[config.mk]
export PLATFORM = sky130hd
export DESIGN_NAME = byte_to_7bit_packet_encoder_unit
export DESIGN_NICKNAME = d
export VERILOG_FILES = /design/src/hw/rtl/b7enc_pkg.sv /design/src/hw/rtl/b7enc_pack.sv /design/src/hw/rtl/byte_to_7bit_packet_encoder_unit.sv
export SDC_FILE = /design/constraint.sdc
export NUM_CORES = 1
export LEC_CHECK = 0
export BUFFER_PORTS_ARGS = -buffer_cell sky130_fd_sc_hd__buf_2
export CORE_ASPECT_RATIO = 0.5
export CORE_MARGIN = 2
export CORE_UTILIZATION = 55
export CTS_CLUSTER_DIAMETER = 150
export DETAILED_ROUTE_END_ITERATION = 10
export PLACE_DENSITY = 0.77
export RECOVER_POWER = 25
export SKIP_LAST_GASP = 1
export SYNTH_ARGS = -nofsm -noshare
export SYNTH_HDL_FRONTEND = slang
export SYNTH_SLANG_ARGS = --single-unit
[constraint.sdc]
create_clock -name i_clk -period 2 [get_ports i_clk]
set_input_delay 0.1 -clock i_clk [delete_from_list [all_inputs] [get_ports i_clk]]
set_output_delay 0.1 -clock i_clk [all_outputs]
set_load 0.01 [all_outputs]
[src/hw/rtl/b7enc_pkg.sv]
// Shared types and constants for the byte to 7-bit packet encoder.
package b7enc_pkg;

    localparam int unsigned BYTE_W = 8;
    localparam int unsigned SYM_W  = 7;
    localparam int unsigned CNT_W  = 3;
    localparam int unsigned PEND_W = SYM_W - 1;
    localparam int unsigned BUF_W  = 2 * SYM_W;

    localparam logic [CNT_W-1:0] CNT_FULL = CNT_W'(SYM_W);

    typedef struct packed {
        logic [BYTE_W-1:0] data_byte;
        logic              end_of_packet;
    } t_in_beat;

    typedef struct packed {
        logic [BYTE_W-1:0] symbol;
        logic              last_of_run;
    } t_out_beat;

    typedef struct packed {
        logic [BYTE_W-1:0] first;
        logic [BYTE_W-1:0] second;
        logic              two;
    } t_pack;

endpackage

[src/hw/rtl/b7enc_pack.sv]
// Leftover-bit state and the 8-to-7 bit repacking for one byte.
module b7enc_pack (
    input  logic                i_clk,
    input  logic                i_rst_n,
    input  logic                i_load,
    input  b7enc_pkg::t_in_beat i_beat,
    output b7enc_pkg::t_pack    o_pack
);

    logic [b7enc_pkg::PEND_W-1:0] r_bits;
    logic [b7enc_pkg::CNT_W-1:0]  r_cnt;
    logic [b7enc_pkg::PEND_W-1:0] n_bits;
    logic [b7enc_pkg::CNT_W-1:0]  n_cnt;

    logic [b7enc_pkg::BUF_W-1:0]  buf_w;
    logic [b7enc_pkg::SYM_W-1:0]  rest;
    logic [b7enc_pkg::CNT_W-1:0]  new_cnt;
    logic                         two;

    always_comb begin
        buf_w   = (b7enc_pkg::BUF_W'(i_beat.data_byte) << r_cnt)
                | b7enc_pkg::BUF_W'(r_bits);
        rest    = buf_w[b7enc_pkg::BUF_W-1:b7enc_pkg::SYM_W];
        new_cnt = r_cnt + 1'b1;
        two     = i_beat.end_of_packet || (new_cnt == b7enc_pkg::CNT_FULL);

        o_pack.first  = {1'b0, buf_w[b7enc_pkg::SYM_W-1:0]};
        o_pack.second = {i_beat.end_of_packet, rest};
        o_pack.two    = two;

        n_bits = r_bits;
        n_cnt  = r_cnt;
        if (i_load) begin
            if (two) begin
                n_bits = '0;
                n_cnt  = '0;
            end else begin
                n_bits = rest[b7enc_pkg::PEND_W-1:0];
                n_cnt  = new_cnt;
            end
        end
    end

    always_ff @(posedge i_clk) begin
        if (!i_rst_n) begin
            r_bits <= '0;
            r_cnt  <= '0;
        end else begin
            r_bits <= n_bits;
            r_cnt  <= n_cnt;
        end
    end

endmodule

[src/hw/rtl/byte_to_7bit_packet_encoder_unit.sv]
// Top level of the byte to 7-bit packet encoder.
//
// Input channel: i_in_valid / o_in_stall carry one byte per beat with an
// end-of-packet flag. Output channel: o_out_valid / i_out_stall carry one
// 7-bit symbol per beat; bit 7 of the symbol marks a packet's final symbol,
// and last_of_run marks the last symbol made from a given byte.
// Bytes are repacked LSB first; each byte makes one symbol, or two when it
// ends a packet or when seven leftover bits have built up.
// The first symbol of a byte is offered once the byte has passed the input
// register, then the result register. Throughput: one byte per cycle for
// bytes that make one symbol while the output does not stall; a byte that
// makes two holds back the next byte while its two symbols drain, set by
// the single symbol-per-cycle output port and its two-entry result buffer.
// A byte sits in the input register until the result buffer can take all
// of its symbols, so a stall on the output backs up combinationally into
// o_in_stall; no beat is dropped or repeated.
// Reset clears the leftover bits, their count, and all valid flags; the
// block is ready for a byte as soon as reset is released.
module byte_to_7bit_packet_encoder_unit (
    input  logic                 i_clk,
    input  logic                 i_rst_n,
    input  logic                 i_in_valid,
    output logic                 o_in_stall,
    input  b7enc_pkg::t_in_beat  i_in_beat,
    output logic                 o_out_valid,
    input  logic                 i_out_stall,
    output b7enc_pkg::t_out_beat o_out_beat
);

    logic                 r_iv;
    b7enc_pkg::t_in_beat  r_in;
    logic                 r_v0;
    logic                 r_v1;
    b7enc_pkg::t_out_beat r_o0;
    b7enc_pkg::t_out_beat r_o1;

    b7enc_pkg::t_pack     pack;
    logic                 in_take;
    logic                 out_take;
    logic                 ld_ok;
    logic                 load;

    assign out_take   = r_v0 && !i_out_stall;
    assign ld_ok      = !r_v1 && (!r_v0 || out_take);
    assign load       = r_iv && ld_ok;
    assign o_in_stall = r_iv && !ld_ok;
    assign in_take    = i_in_valid && !o_in_stall;

    assign o_out_valid = r_v0;
    assign o_out_beat  = r_o0;

    b7enc_pack u_pack (
        .i_clk   (i_clk),
        .i_rst_n (i_rst_n),
        .i_load  (load),
        .i_beat  (r_in),
        .o_pack  (pack)
    );

    always_ff @(posedge i_clk) begin
        if (!i_rst_n) begin
            r_iv <= 1'b0;
        end else if (in_take) begin
            r_iv <= 1'b1;
        end else if (load) begin
            r_iv <= 1'b0;
        end
    end

    always_ff @(posedge i_clk) begin
        if (in_take) begin
            r_in <= i_in_beat;
        end
    end

    always_ff @(posedge i_clk) begin
        if (!i_rst_n) begin
            r_v0 <= 1'b0;
            r_v1 <= 1'b0;
        end else if (load) begin
            r_v0 <= 1'b1;
            r_v1 <= pack.two;
        end else if (out_take) begin
            r_v0 <= r_v1;
            r_v1 <= 1'b0;
        end
    end

    always_ff @(posedge i_clk) begin
        if (load) begin
            r_o0.symbol      <= pack.first;
            r_o0.last_of_run <= !pack.two;
            r_o1.symbol      <= pack.second;
            r_o1.last_of_run <= 1'b1;
        end else if (out_take) begin
            r_o0 <= r_o1;
        end
    end

`ifndef SYNTHESIS
    a_slot_order: assert property (@(posedge i_clk) disable iff (!i_rst_n)
        r_v1 |-> r_v0)
        else $error("second slot valid without first slot");

    a_hold_input: assert property (@(posedge i_clk) disable iff (!i_rst_n)
        (r_iv && !ld_ok) |=> (r_iv && $stable(r_in)))
        else $error("pending byte lost while result buffer full");

    a_first_has_next: assert property (@(posedge i_clk) disable iff (!i_rst_n)
        (r_v0 && !r_o0.last_of_run) |-> r_v1)
        else $error("first of two symbols shown without its successor");

    a_end_flag_last: assert property (@(posedge i_clk) disable iff (!i_rst_n)
        (r_v0 && r_o0.symbol[b7enc_pkg::SYM_W]) |-> r_o0.last_of_run)
        else $error("end flag on a symbol that is not last of its run");
`endif

endmodule

==> impl_metrics.toml <==
[cells_and_area]
postLayoutCoreUtil = 0.703
area_growth_pct = 23.6
final_common_cell = "edfxtp_1"
final_cell_mix = "25 x edfxtp_1, 17 x buf_2, 14 x nor2_1"
drive_gt1_frac = 0.243
post-route-cell-area_sq_um = 2080
finalNonFillerCells = 225
antennaDiodeCount = 0
nets = 199

[pwr]
finalPower_mw = 1.70
p_leak_nw = 0.817
vdd_ir_drop_max_uv = 546
p_per_area_nw_per_um2 = 816

[critical_path]
end_kind = "flop"
start_kind = "flop"
cp_slowest_cell = "dfxtp_1"
cpPeakStageDelay_ns = 0.57
cp_max_fo = 11
cpMostUsedCell = "nand2_1"
path_cells = "mux2_2 > mux4_2 > nand2_1 > nand2_1"
cp.arrival_ns = 1.89
setup.worst_path.class = "reg2reg"
crit_required_ns = 2.04

[sta]
rsz0062_at_grt = "no"
worst_hold_slack_ns = 0.0422
setup-tns-final_ns = 0
finalSetupViolCount = 0
fin_crit_sh = 0.928
finalHoldViolCount = 0
slew_headroom = 0.705
period_minus_slack_ns = 1.86
worstMarginPinSlew_ns = 0.441
skew_ns = 0.00546
clock.fmax_ghz = 0.539
fin_ws_ns = 0.145
slew_viol_final = 0

[clocking]
cts.clk_slew.worst_paths_ns = 0.07
cts-root-buf = "clkbuf_8"
h-tree-depth = 2
tritoncts = "yes"
cts.sinks = 38
postCtsSetupBuffers = 0
clkLatencyLatePin_ns = 0.28
cts_buffer_depth = 2
numCtsBuffers = 5

[grt]
globalRouteOverflowTotal = 0
grt_usage = 0.215
antenna_found_initial = 0
grt_max_degree = 15
first_global_vias = 1166
grt_pass1_wl_mm = 5.58

[die]
die_width_um = 82.3
start_util = 0.569
io_pins = 24
num_rows = 14
coreArea_sq_um = 2960
dieArea_sq_um = 3550
die_y_um = 43.1

[routing]
drc = 0
drt_first_pass_iters = 4
ant_nets = 0
via_per_inst = 5.41
vias = 1218
detail_route.iter0.violations = 113
wl_mm = 3.32
wire_per_inst_um = 14.8

[yosys]
synth_cell_type_count = 32
synth-seq-cells = 38
syn-num-nets = 157
syn_area_sq_um = 1680
netlist_top_cells_area = "edfxtp_1 45%, dfxtp_1 15%, mux2_2 4.7%"
netlist.area_leader.share = 0.446
ys_warn_count = 0
ys_seq_area_frac = 0.600
avgSynthCellArea_sq_um = 11.9
synth_top_area_cell = "edfxtp_1"
synthCells = 142

[placed_design]
place_congestion = 0.866
dpl.cell_count = 208
io_buffers = 23
hpwl_mm = 2.35
placed_cell_area_sq_um = 1890
post-place-ws_ns = 0.0472

[job]
max_cap_violations = 0

[min_path]
hold_path_class = "in2reg"

[status]
outcome = "finished clean"
## final timing paths
kind / from / end / slack [ns] / cells after the start
max: u_pack.r_cnt[1] / o_out_beat[7] / 0.14 / 4
min: i_in_valid / r_iv / 0.04 / 3
max reg2reg: u_pack.r_cnt[1] / o_out_beat[7] / 0.14 / 4
min reg2reg: r_o1[8] / o_out_beat[8] / 0.49 / 2
## registers in the layout, indices dropped and copies added, names as in the netlist
signal,count
r_v1,1
r_in,9
u_pack.r_bits,6
o_out_valid,1
o_out_beat,9
r_iv,1
u_pack.r_cnt,3
r_o1,8
## worst max-delay path: cells and delay by family (launching register included)
kind	cells	cell delay (ns)
flip-flops	1	0.57
multiplexers	2	0.90
AND/OR/NAND/NOR	2	0.14
## logic make-up (layout without fill, tap and decap cells)
logic type	after synthesis	count (layout)	share of synthesized area
AO/OA/AOI/OAI	32	32	0.123
XOR/XNOR	1	1	0.00520
adder cells (fa/ha/maj)	2	2	0.0149
buffers and inverters	10	53	0.0253
flip-flops	38	38	0.600
multiplexers	14	14	0.106
AND/OR/NAND/NOR	45	45	0.125
## cell type report
type	count	area [sq um]
clock buffers	5	68.8
clock inverters	3	40.0
fillers	229	878
inverters	5	18.8
multi-input cells	94	636
flip-flops and latches	38	1010
well taps	40	50.0
repair buffers	40	258
## report_power, final
part           leakage (nW)  total, mW  internal [mW]  switching [mW]
Clock                0.0579      0.625          0.367           0.258
Combinational         0.413      0.173         0.0770          0.0960
Sequential            0.346      0.902          0.883          0.0192
Total                 0.817       1.70           1.33           0.373
## cell usage after synthesis, drive strengths merged
| cell type | number |
|---|---|
| nand3 | 2 |
| o21a | 2 |
| mux4 | 2 |
| and3 | 1 |
| o21ai | 6 |
| edfxtp | 25 |
| dfxtp | 13 |
| buf | 2 |
| nand2b | 2 |
| nand4 | 1 |
| inv | 4 |
| clkbuf | 3 |
| nor2 | 14 |
| a21oi | 13 |
| o31a | 1 |
| ha | 2 |
| or3 | 3 |
| a31oi | 1 |
| clkinv | 1 |
| nor2b | 5 |
| o211ai | 2 |
| mux2 | 8 |
| nor3 | 3 |
| mux2i | 4 |
| a21o | 1 |
| and3b | 1 |
| a32o | 6 |
| xor2 | 1 |
| nand2 | 13 |
## timing repair
action	in CTS	in global routing
setup endpoints to repair	0	6
endpoints found under the hold margin	9	0
hold buffers	9	0
resized for setup	0	1
## metal layers
layer | vias up | GRT usage | share of wire
met1 | 567 | 0.313 | 0.50
met3 | 2 | 0.0638 | 0.049
met2 | 41 | 0.321 | 0.45
met4 | 0 | 0.0400 | 0.0036
met5 | - | 0 | 0
li1 | 608 | - | -
Note: power is estimated with default switching activity, not from simulation.
